File: src/hdl/isdc_pkg.sv
package isdc_pkg;

  localparam int unsigned TimeW = 32;
  localparam int unsigned CfgIdxW = 3;
  localparam int unsigned InDataW = 72;
  localparam int unsigned OutDataW = 16;

  // register indexes on the write port
  localparam logic [CfgIdxW-1:0] REG_SLEEP_INHIBIT     = 3'd0;
  localparam logic [CfgIdxW-1:0] REG_BOOT_TIME         = 3'd1;
  localparam logic [CfgIdxW-1:0] REG_SUPPLY_TIMEOUT    = 3'd2;
  localparam logic [CfgIdxW-1:0] REG_INACTIVITY_TIMEOUT = 3'd3;
  localparam logic [CfgIdxW-1:0] REG_GLITCH_WINDOW     = 3'd4;
  localparam logic [CfgIdxW-1:0] REG_GHOST_TIMEOUT     = 3'd5;
  localparam logic [CfgIdxW-1:0] REG_CLIENT_GRACE      = 3'd6;
  localparam logic [CfgIdxW-1:0] REG_REQUEST_TIMEOUT   = 3'd7;

  // reset values of the timing registers
  localparam logic [TimeW-1:0] SUPPLY_TIMEOUT_RST     = 32'd300000;
  localparam logic [TimeW-1:0] INACTIVITY_TIMEOUT_RST = 32'd600000;
  localparam logic [TimeW-1:0] GLITCH_WINDOW_RST      = 32'd15000;
  localparam logic [TimeW-1:0] GHOST_TIMEOUT_RST      = 32'd180000;
  localparam logic [TimeW-1:0] CLIENT_GRACE_RST       = 32'd30000;
  localparam logic [TimeW-1:0] REQUEST_TIMEOUT_RST    = 32'd120000;

  typedef enum logic [2:0] {
    ST_AWAKE    = 3'd0,
    ST_REAL     = 3'd1,
    ST_GHOST    = 3'd2,
    ST_GRACE    = 3'd3,
    ST_PENDING  = 3'd4,
    ST_ENTERING = 3'd5,
    ST_INACTIVE = 3'd6
  } status_t;

  typedef enum logic [1:0] {
    CAUSE_NONE   = 2'd0,
    CAUSE_SUPPLY = 2'd1,
    CAUSE_MOTION = 2'd2
  } cause_t;

  typedef struct packed {
    logic    enter_sleep;
    logic    request_cancelled;
    logic    request_raised;
    logic    request_flag;
    cause_t  sleep_cause;
    status_t status;
  } result_t;

endpackage

File: src/hdl/idle_sleep_decision_controller.sv
// an input transfer loads the input register; the result register drives m_tvalid
// throughput: one poll per cycle while m_tready does not stall; the input register
//   feeds one pass of compare logic that updates the sleep state and loads the
//   result register in the same cycle
// reset (rst, synchronous, active high): timing registers return to their defaults,
//   sleep state clears, both pipeline registers go empty
module idle_sleep_decision_controller (
  input  logic        clk,
  input  logic        rst,
  // configuration write port
  input  logic        cfg_wr_en,
  input  logic [isdc_pkg::CfgIdxW-1:0] cfg_addr,
  input  logic [isdc_pkg::TimeW-1:0]   cfg_wdata,
  // poll stream
  input  logic        s_tvalid,
  output logic        s_tready,
  // now_ms[31:0], supply_present[32], motion_sensor_ok[33], last_motion_ms[65:34],
  // station_attached[66], session_active[67], zero pad [71:68]
  input  logic [isdc_pkg::InDataW-1:0] s_tdata,
  // action[0]: 0 periodic poll, 1 force sleep
  input  logic        s_tuser,
  // result stream
  output logic        m_tvalid,
  input  logic        m_tready,
  // status[2:0], sleep_cause[4:3], request_flag[5], request_raised[6],
  // request_cancelled[7], enter_sleep[8], zero pad [15:9]
  output logic [isdc_pkg::OutDataW-1:0] m_tdata
);

  localparam int unsigned TW = isdc_pkg::TimeW;

  // configuration registers
  logic          sleep_inhibit;
  logic [TW-1:0] boot_time_ms;
  logic [TW-1:0] supply_timeout_ms;
  logic [TW-1:0] inactivity_timeout_ms;
  logic [TW-1:0] glitch_window_ms;
  logic [TW-1:0] ghost_timeout_ms;
  logic [TW-1:0] client_grace_ms;
  logic [TW-1:0] request_timeout_ms;

  // decision state
  logic          shut_down, shut_down_next;
  logic          request_pending, request_pending_next;
  logic [TW-1:0] request_time, request_time_next;
  logic [TW-1:0] last_supply_seen, last_supply_seen_next;
  logic [TW-1:0] last_real_client, last_real_client_next;
  logic [TW-1:0] ghost_start, ghost_start_next;

  // input register
  logic          in_valid;
  logic          in_force;
  logic [TW-1:0] in_now;
  logic          in_supply;
  logic          in_motion_ok;
  logic [TW-1:0] in_last_motion;
  logic          in_station;
  logic          in_session;

  // result register
  logic              out_valid;
  isdc_pkg::result_t out_res, res_next;

  logic advance;
  logic fire;

  // result register empties or is taken; input register moves on in the same cycle
  assign advance  = !out_valid || m_tready;
  assign s_tready = !in_valid || advance;
  assign fire     = in_valid && advance;

  assign m_tvalid = out_valid;
  assign m_tdata  = {{(isdc_pkg::OutDataW - $bits(isdc_pkg::result_t)){1'b0}}, out_res};

  always_ff @(posedge clk) begin
    if (rst) begin
      sleep_inhibit         <= 1'b0;
      boot_time_ms          <= '0;
      supply_timeout_ms     <= isdc_pkg::SUPPLY_TIMEOUT_RST;
      inactivity_timeout_ms <= isdc_pkg::INACTIVITY_TIMEOUT_RST;
      glitch_window_ms      <= isdc_pkg::GLITCH_WINDOW_RST;
      ghost_timeout_ms      <= isdc_pkg::GHOST_TIMEOUT_RST;
      client_grace_ms       <= isdc_pkg::CLIENT_GRACE_RST;
      request_timeout_ms    <= isdc_pkg::REQUEST_TIMEOUT_RST;
    end else if (cfg_wr_en) begin
      case (cfg_addr)
        isdc_pkg::REG_SLEEP_INHIBIT:      sleep_inhibit         <= cfg_wdata[0];
        isdc_pkg::REG_BOOT_TIME:          boot_time_ms          <= cfg_wdata;
        isdc_pkg::REG_SUPPLY_TIMEOUT:     supply_timeout_ms     <= cfg_wdata;
        isdc_pkg::REG_INACTIVITY_TIMEOUT: inactivity_timeout_ms <= cfg_wdata;
        isdc_pkg::REG_GLITCH_WINDOW:      glitch_window_ms      <= cfg_wdata;
        isdc_pkg::REG_GHOST_TIMEOUT:      ghost_timeout_ms      <= cfg_wdata;
        isdc_pkg::REG_CLIENT_GRACE:       client_grace_ms       <= cfg_wdata;
        isdc_pkg::REG_REQUEST_TIMEOUT:    request_timeout_ms    <= cfg_wdata;
        default: begin
        end
      endcase
    end
  end

  // input register: a transfer loads the payload, a pass empties it
  always_ff @(posedge clk) begin
    if (rst) begin
      in_valid <= 1'b0;
    end else if (s_tready) begin
      in_valid <= s_tvalid;
    end
  end

  always_ff @(posedge clk) begin
    if (s_tvalid && s_tready) begin
      in_force       <= s_tuser;
      in_now         <= s_tdata[31:0];
      in_supply      <= s_tdata[32];
      in_motion_ok   <= s_tdata[33];
      in_last_motion <= s_tdata[65:34];
      in_station     <= s_tdata[66];
      in_session     <= s_tdata[67];
    end
  end

  // decision logic, all time differences wrap at 32 bits
  logic [TW-1:0] gone;
  logic [TW-1:0] idle_start;
  logic [TW-1:0] ghost_eff;
  logic          supply_due;
  logic          motion_due;
  isdc_pkg::cause_t cause;

  always_comb begin
    gone       = in_now - last_supply_seen;
    supply_due = gone >= supply_timeout_ms;
    idle_start = (in_last_motion != '0) ? in_last_motion : boot_time_ms;
    // motion inactivity only once the supply has been gone past the glitch window,
    // and never when the idle start lies ahead of now
    motion_due = !supply_due && (gone >= glitch_window_ms) && in_motion_ok &&
                 (idle_start <= in_now) &&
                 ((in_now - idle_start) >= inactivity_timeout_ms);
    cause      = supply_due ? isdc_pkg::CAUSE_SUPPLY : isdc_pkg::CAUSE_MOTION;
    ghost_eff  = (ghost_start == '0) ? in_now : ghost_start;

    shut_down_next        = shut_down;
    request_pending_next  = request_pending;
    request_time_next     = request_time;
    last_supply_seen_next = last_supply_seen;
    last_real_client_next = last_real_client;
    ghost_start_next      = ghost_start;

    res_next.status            = isdc_pkg::ST_AWAKE;
    res_next.sleep_cause       = isdc_pkg::CAUSE_NONE;
    res_next.request_raised    = 1'b0;
    res_next.request_cancelled = 1'b0;
    res_next.enter_sleep       = 1'b0;

    if (in_force) begin
      // force wins over inhibit and an earlier shutdown
      shut_down_next       = 1'b1;
      res_next.status      = isdc_pkg::ST_ENTERING;
      res_next.enter_sleep = 1'b1;
    end else if (sleep_inhibit || shut_down) begin
      res_next.status = isdc_pkg::ST_INACTIVE;
    end else if (in_supply) begin
      res_next.request_cancelled = request_pending;
      last_supply_seen_next      = in_now;
      request_pending_next       = 1'b0;
    end else if (supply_due || motion_due) begin
      res_next.sleep_cause = cause;
      if (in_station && in_session) begin
        last_real_client_next = in_now;
        ghost_start_next      = '0;
        res_next.status       = isdc_pkg::ST_REAL;
      end else begin
        if (in_station) begin
          ghost_start_next = ghost_eff;
        end else begin
          ghost_start_next = '0;
        end
        if (in_station && ((in_now - ghost_eff) < ghost_timeout_ms)) begin
          res_next.status = isdc_pkg::ST_GHOST;
        end else if ((last_real_client != '0) &&
                     ((in_now - last_real_client) < client_grace_ms)) begin
          res_next.status = isdc_pkg::ST_GRACE;
        end else if (!request_pending) begin
          request_pending_next    = 1'b1;
          request_time_next       = in_now;
          res_next.status         = isdc_pkg::ST_PENDING;
          res_next.request_raised = 1'b1;
        end else if ((in_now - request_time) >= request_timeout_ms) begin
          // request stays pending on the way into sleep
          shut_down_next       = 1'b1;
          res_next.status      = isdc_pkg::ST_ENTERING;
          res_next.enter_sleep = 1'b1;
        end else begin
          res_next.status = isdc_pkg::ST_PENDING;
        end
      end
    end

    res_next.request_flag = request_pending_next;
  end

  // state commits together with the result register load
  always_ff @(posedge clk) begin
    if (rst) begin
      shut_down        <= 1'b0;
      request_pending  <= 1'b0;
      request_time     <= '0;
      last_supply_seen <= '0;
      last_real_client <= '0;
      ghost_start      <= '0;
      out_valid        <= 1'b0;
    end else begin
      if (fire) begin
        shut_down        <= shut_down_next;
        request_pending  <= request_pending_next;
        request_time     <= request_time_next;
        last_supply_seen <= last_supply_seen_next;
        last_real_client <= last_real_client_next;
        ghost_start      <= ghost_start_next;
      end
      if (advance) begin
        out_valid <= in_valid;
      end
    end
  end

  always_ff @(posedge clk) begin
    if (fire) begin
      out_res <= res_next;
    end
  end

`ifndef SYNTHESIS
  // a shown sleep entry has already latched the shutdown
  a_enter_latched: assert property (@(posedge clk) disable iff (rst)
    (out_valid && out_res.enter_sleep) |-> shut_down)
    else $error("enter_sleep shown without shutdown latched");

  // sleep entry only ever reports the entering status
  a_enter_status: assert property (@(posedge clk) disable iff (rst)
    (out_valid && out_res.enter_sleep) |-> (out_res.status == isdc_pkg::ST_ENTERING))
    else $error("enter_sleep with wrong status");

  // a newly raised request leaves the request flag set
  a_raise_flag: assert property (@(posedge clk) disable iff (rst)
    (out_valid && out_res.request_raised) |-> (out_res.request_flag && request_pending))
    else $error("request raised but flag clear");

  // a cancel only comes with supply back, so the flag is clear
  a_cancel_flag: assert property (@(posedge clk) disable iff (rst)
    (out_valid && out_res.request_cancelled) |-> !out_res.request_flag)
    else $error("request cancelled but flag set");
`endif

endmodule
File: config.mk
export PLATFORM = sky130hd
export DESIGN_NAME = idle_sleep_decision_controller
export DESIGN_NICKNAME = d
export VERILOG_FILES = /design/src/hdl/isdc_pkg.sv /design/src/hdl/idle_sleep_decision_controller.sv
export SDC_FILE = /design/constraint.sdc
export NUM_CORES = 1
export LEC_CHECK = 0
export BUFFER_PORTS_ARGS = -buffer_cell sky130_fd_sc_hd__clkbuf_2
export CAP_MARGIN = 20
export CORE_MARGIN = 2
export CORE_UTILIZATION = 45
export CTS_BUF_LIST = sky130_fd_sc_hd__clkbuf_8
export DETAILED_ROUTE_END_ITERATION = 10
export GPL_TIMING_DRIVEN = 0
export PLACE_DENSITY_LB_ADDON = 0.3
export REMOVE_ABC_BUFFERS = 1
export SLEW_MARGIN = 20
export SYNTH_ARGS = -nofsm -noshare
export SYNTH_HDL_FRONTEND = slang
export SYNTH_SLANG_ARGS = --single-unit
File: constraint.sdc
create_clock -name clk -period 6.67 [get_ports clk]
set_input_delay 2.001 -clock clk [delete_from_list [all_inputs] [get_ports clk]]
set_output_delay 2.001 -clock clk [all_outputs]
set_load 0.1 [all_outputs]
# Word-level counts from Yosys, hierarchy flattened
# Cells that the tools add are included.
# classes
addsub,5
magnitude_cmp,7
eq_ne,12
muxes,44
bitwise,8
n_reduce_logical,40
# ops
cell,count
$sub A32 B32 Y32,5
$ge A32 B32 Y1,4
$mux W32,4
$lt A32 B32 Y1,2
$reduce_bool A32 Y1,2
$le A32 B32 Y1,1
$logic_not A32 Y1,1
$mux W1,31
$mux W3,7
$reduce_and A9 Y1,2
$reduce_and A2 Y1,8
$eq A3 B3 Y1 const B,4
$ne A2 B2 Y1 const B,5
$logic_and A1 B1 Y1,9
$not A1 Y1,8
$reduce_or A7 Y1,1
$eq A3 B2 Y1 const B,2
$reduce_and A6 Y1,1
$reduce_bool A2 Y1,3
$reduce_and A5 Y1,1
$logic_or A1 B1 Y1,4
$mux W2,2
$reduce_and A4 Y1,1
$reduce_or A4 Y1,1
5 further kinds,7
# totals
ff_bits,435
input_bits,113
output_inout_bits,18
word_cells,146

# Logic depth before layout (Yosys ltp)
# depth
depth_word,12
ltp_mapped,30
ltp_nobuf,28

# Least setup slack after synthesis
# Ideal clock, no wire load.
# synth_path
path_type,register to register
startpoint,register in_last_motion[25]
endpoint,register request_time[10]
setup_ns,0.128
arrival_ns,5.605
required_ns,6.542
path_slack_ns,0.938
stages_incl_launch_ff,28
n_path_buf,2
period_less_slack_ns,5.732
path_cell_list,edfxtp_1 nor4_1 nand4_1 nor2_1 clkbuf_1 a21oi_1 ha_1 a21o_1 a31o_2 a21oi_1 o31ai_1 a21oi_1 nand2b_1 nand2b_1 a21oi_1 xnor2_1 ha_1 a21o_1 a21o_1 a2111oi_2 o21ai_1 a221o_1 a31oi_4 nor4_4 o2111ai_4 buf_8 mux2i_1 nor2_1
# synth_between
elab_chain_cells,7
word_cells_on_any_way,9
classes_between,add/sub: 1; order compare: 2; mux: 1; reduce/logical: 5
# synth_rtl
item,line_no,rtl
from (decl),idle_sleep_decision_controller.sv:56,logic [TW-1:0] in_last_motion;
from (signal assigned),idle_sleep_decision_controller.sv:116,in_last_motion <= s_tdata[65:34];
$reduce_bool A32 Y1,idle_sleep_decision_controller.sv:133,idle_start = (in_last_motion != '0) ? in_last_motion : boot_time_ms;
$mux W32 (*),idle_sleep_decision_controller.sv:133,
$sub A32 B32 Y32 or $le A32 B32 Y1 (tied branches),"idle_sleep_decision_controller.sv:138, idle_sleep_decision_controller.sv:137",
$ge A32 B32 Y1 or $logic_and A1 B1 Y1 (tied branches),"idle_sleep_decision_controller.sv:138, idle_sleep_decision_controller.sv:136",
$logic_and A1 B1 Y1 (*),idle_sleep_decision_controller.sv:137,(idle_start <= in_now) &&
$logic_or A1 B1 Y1 (*),idle_sleep_decision_controller.sv:166,end else if (supply_due || motion_due) begin
$reduce_and A9 Y1 (no source line) (*),-,
to (signal assigned),idle_sleep_decision_controller.sv:216,request_time <= request_time_next;
to (decl),idle_sleep_decision_controller.sv:45,"logic [TW-1:0] request_time, request_time_next;"
# Mark *: on every way between the ends. The rest lies on a longest branch, timed or not.
# A chain may end at the register's enable or synchronous reset.

# Worst setup path in the final report
# layout_path
startpoint,register in_last_motion[25]
endpoint,register last_real_client[17]
# layout_between
elab_chain_cells,7
word_cells_on_any_way,9
classes_between,add/sub: 1; order compare: 2; mux: 1; reduce/logical: 5
# layout_rtl
item,line_no,rtl
$reduce_bool A32 Y1,idle_sleep_decision_controller.sv:133,
$mux W32 (*),idle_sleep_decision_controller.sv:133,
$sub A32 B32 Y32 or $le A32 B32 Y1 (tied branches),"idle_sleep_decision_controller.sv:138, idle_sleep_decision_controller.sv:137",
$ge A32 B32 Y1 or $logic_and A1 B1 Y1 (tied branches),"idle_sleep_decision_controller.sv:138, idle_sleep_decision_controller.sv:136",
$logic_and A1 B1 Y1 (*),idle_sleep_decision_controller.sv:137,
$logic_or A1 B1 Y1 (*),idle_sleep_decision_controller.sv:166,
$reduce_and A6 Y1 (no source line) (*),-,
to (signal assigned),idle_sleep_decision_controller.sv:218,last_real_client <= last_real_client_next;
to (decl),idle_sleep_decision_controller.sv:47,"logic [TW-1:0] last_real_client, last_real_client_next;"
# Marks and branches as above.

==> out/metrics.csv <==
stage,metric,value,unit
run_status,status,"finished, violations left",
run_status,failed_checks,negative setup slack,
logic_synthesis,ys_seq_area_frac,0.341,
routing,drt-met1-wl,33600,um
setup_path,cp_max_fo,6,
routing,route.met3.wl,3790,um
power_and_ir_drop,ir_drop,0.202,mV
setup_path,r2r_cells,31,
timing,tightest_slew,1080,ps
routing,antenna_left,0,
timing,relSlewSlack,0.276,
cells_and_area,final_layout_size_suffix_gt1_frac,0.105,
die,io_pins,131,
setup_path,r2r_slack,-6,ps
timing,fin_ws,-5.52,ps
placement,gp_congestion,0.905,
die,std_cell_rows,91,
logic_synthesis,synth-async-reset-ratio,0,
global_route,antenna_found_initial,5,
placement,place_area,29400,um2
logic_synthesis,synth_seq_cells,435,
global_route,grt_pass1_vias,22800,
worst_hold_path,holdPathStages,2,
routing,wire_per_inst,17.5,um
worst_hold_path,hp-start,glitch_window_ms[17],
die,start_util,0.453,
cts,clock_sinks,435,
setup_path,worst_r2r_endpoint,last_real_client[17],
cts,holdBufCountCts,0,
global_route,grt_overflow_total,0,
power_and_ir_drop,power_density,229,nW/um2
routing,drt_iter0_drc,1330,
setup_path,required,7200,ps
logic_synthesis,synthesis.instances,3369,
timing,grt_setup_unrepaired,yes,
timing,min_period,6680,ps
logic_synthesis,synth_flop_cell,dfxtp_1,
logic_synthesis,avgSynthCellArea,8.25,um2
global_route,grt_pass1_wl,119000,um
routing,highest_layer,met5,
setup_path,cp-startpoint,in_last_motion[25],
cts,cts_max_level,3,
cells_and_area,n_fill_cell,5731,
routing,drcViolationCount,0,
job,cap_violations,0,
die,die_x,253,um
routing,routed_via_density,5.48,
setup_path,cp.arrival,7210,ps
timing,setup_viol,1,
timing,fin_hold_ws,453,ps
timing,final_max_slew_viol_count,0,
placement,dpl.hpwl,55900,um
setup_path,cp-start-kind,flip-flop,
setup_path,crit_path_end_kind,flip-flop,
cts,cts_made_buffers,77,
placement,port_buffers,119,
routing,dr_wl_met2,35800,um
die,die_area,63800,um2
routing,vias,23900,
worst_hold_path,min_to,glitch_window_ms[17],
timing,post-route-period-util,1.00,
timing,hold_violations,0,
global_route,globalRouteTotalUtil,0.236,
cells_and_area,fin_util,0.517,
setup_path,slowest_delay,440,ps
cells_and_area,finalInstanceArea,31700,um2
cts,root_buffer,clkbuf_8,
setup_path,crit_path_frequent_cell,a21o_1,
logic_synthesis,yosysWarnings,0,
global_route,grt_max_degree,91,
placement,pre_cts_slack,-1230,ps
timing,setup-tns-final,-5.52,ps
cts,cts_tree,yes,
die,core,61400,um2
routing,wl,76300,um
logic_synthesis,synth_edf_count,78,
timing,fmax,0.150,GHz
cells_and_area,area_growth,14.2,%
power_and_ir_drop,leakagePower,13.1,nW
worst_hold_path,min_path_type,reg -> reg,
routing,drtPass1Iterations,5,
setup_path,slowest_stage,edfxtp_1,
die,die_y,253,um
timing,fin_worst_skew,30.3,ps
setup_path,r2r-start,in_last_motion[25],
logic_synthesis,yosysUniqueCellTypes,84,
setup_path,critPathKind,reg -> reg,
cts,clock_latency,660,ps
cts,path_clk_slew,60,ps
cells_and_area,nets,3975,
logic_synthesis,synthesis.area,27800,um2
cts,clockBufferDepth,3,
-- report_power, final --
group          switching [mW]  internal (mW)  total [mW]
Combinational            1.10          0.798        1.89
Clock                    1.13           1.39        2.52
Sequential             0.0855           2.75        2.84
Total                    2.31           4.94        7.26
-- synthesized netlist by cell type (29+ instances only) --
cell type	n	share of area
a21o_1	134	0.036
a21oi_1	468	0.084
clkbuf_1	102	0.014
dfxtp_1	357	0.26
edfxtp_1	78	0.084
ha_1	346	0.16
inv_1	318	0.043
mux2i_1	68	0.024
nand2_1	577	0.078
nand3_1	29	0.0052
nand4_1	55	0.012
nor2_1	165	0.022
nor2b_1	31	0.0070
o211ai_1	60	0.016
o21ai_0	67	0.012
or3_1	37	0.0083
xnor2_1	98	0.031
xor2_1	45	0.014
-- what timing repair did --
item                       4_1_cts  5_1_grt
buffers inserted                21       17
setup endpoints to repair      105      105
pin swaps                       15       30
cloned                           3        5
gates resized for setup         21       47
-- kinds of logic after synthesis --
kind of cell               after synthesis  synth area share
adders and majority gates              351             0.159
DFF                                    435             0.341
buffers and inverters                  443            0.0634
xor gates and xnor gates               143            0.0451
AOI/OAI and AO/OA                      913             0.205
and+or+nand+nor                       1015             0.161
other                                    1          0.000135
muxes                                   68            0.0245
-- cells in the final DEF (no fill, tap or decap), drive strengths merged, types with 14 or more instances in the layout --
| master | instances |
|---|---|
| o21ai | 79 |
| nor2 | 168 |
| nand4 | 55 |
| inv | 346 |
| xor2 | 45 |
| nor4 | 28 |
| a211oi | 17 |
| dfxtp | 357 |
| nor2b | 31 |
| buf | 55 |
| ha | 346 |
| a21oi | 470 |
| a21o | 134 |
| o21bai | 24 |
| o21a | 26 |
| mux2i | 68 |
| clkbuf | 220 |
| nand3 | 29 |
| nand2 | 577 |
| a31oi | 14 |
| or3 | 37 |
| nand2b | 27 |
| xnor2 | 98 |
| o211ai | 60 |
| edfxtp | 78 |
| nor3 | 26 |
-- stage by stage --
stage | total power, mW | cells
final | 7.26 | 4358
after floorplan | 4.17 | 3250
after global routing | 7.67 | 4358
after CTS | 7.26 | 4337
after global placement | 4.64 | 4159
after detailed placement | 4.68 | 4178
-- sequential cells by signal (all words and copies together) (netlist names), 9 cells and up --
| name | count |
|---|---|
| ghost_start | 32 |
| supply_timeout_ms | 32 |
| request_time | 32 |
| last_real_client | 32 |
| m_tdata | 9 |
| in_last_motion | 32 |
| boot_time_ms | 32 |
| inactivity_timeout_ms | 32 |
| in_now | 32 |
| client_grace_ms | 32 |
| last_supply_seen | 32 |
| request_timeout_ms | 32 |
| glitch_window_ms | 32 |
| ghost_timeout_ms | 32 |
-- final cells by class --
| cell class | count | area (um2) | area share |
|---|---|---|---|
| Clock buffer | 95 | 1310 | 0.0412 |
| Antenna cell | 1 | 2.50 | 0.0000788 |
| Timing Repair Buffer | 180 | 1560 | 0.0490 |
| Tap cell | 790 | 988 | 0.0311 |
| Inverter | 318 | 1200 | 0.0377 |
| Clock inverter | 40 | 240 | 0.00757 |
| Sequential cell | 435 | 9490 | 0.299 |
| Multi-Input combinational cell | 2499 | 17000 | 0.534 |
-- layer usage --
metal,global-route usage,vias up
met5,0,-
met4,0.103,8
met3,0.0326,158
met2,0.401,540
met1,0.297,11100
li1,-,12000
-- critical path: cells and delay by family (launching register included) --
kind | cells | cell delay, ps
AOI/OAI and AO/OA | 13 | 2690
xor gates and xnor gates | 1 | 150
adders and majority gates | 3 | 880
buffers and inverters | 7 | 880
DFF | 1 | 440
muxes | 1 | 170
and+or+nand+nor | 6 | 1300
-- worst max path at each step --
stage / to / slack (ps)
global route: last_real_client[5] / -150
global placement: last_real_client[3] / -5310
detailed placement: ghost_start[31] / -1230
floorplan: last_real_client[0] / -1550
finish: last_real_client[17] / -6
CTS: last_real_client[16] / -30
No activity file was read; power rests on OpenSTA's default activity.
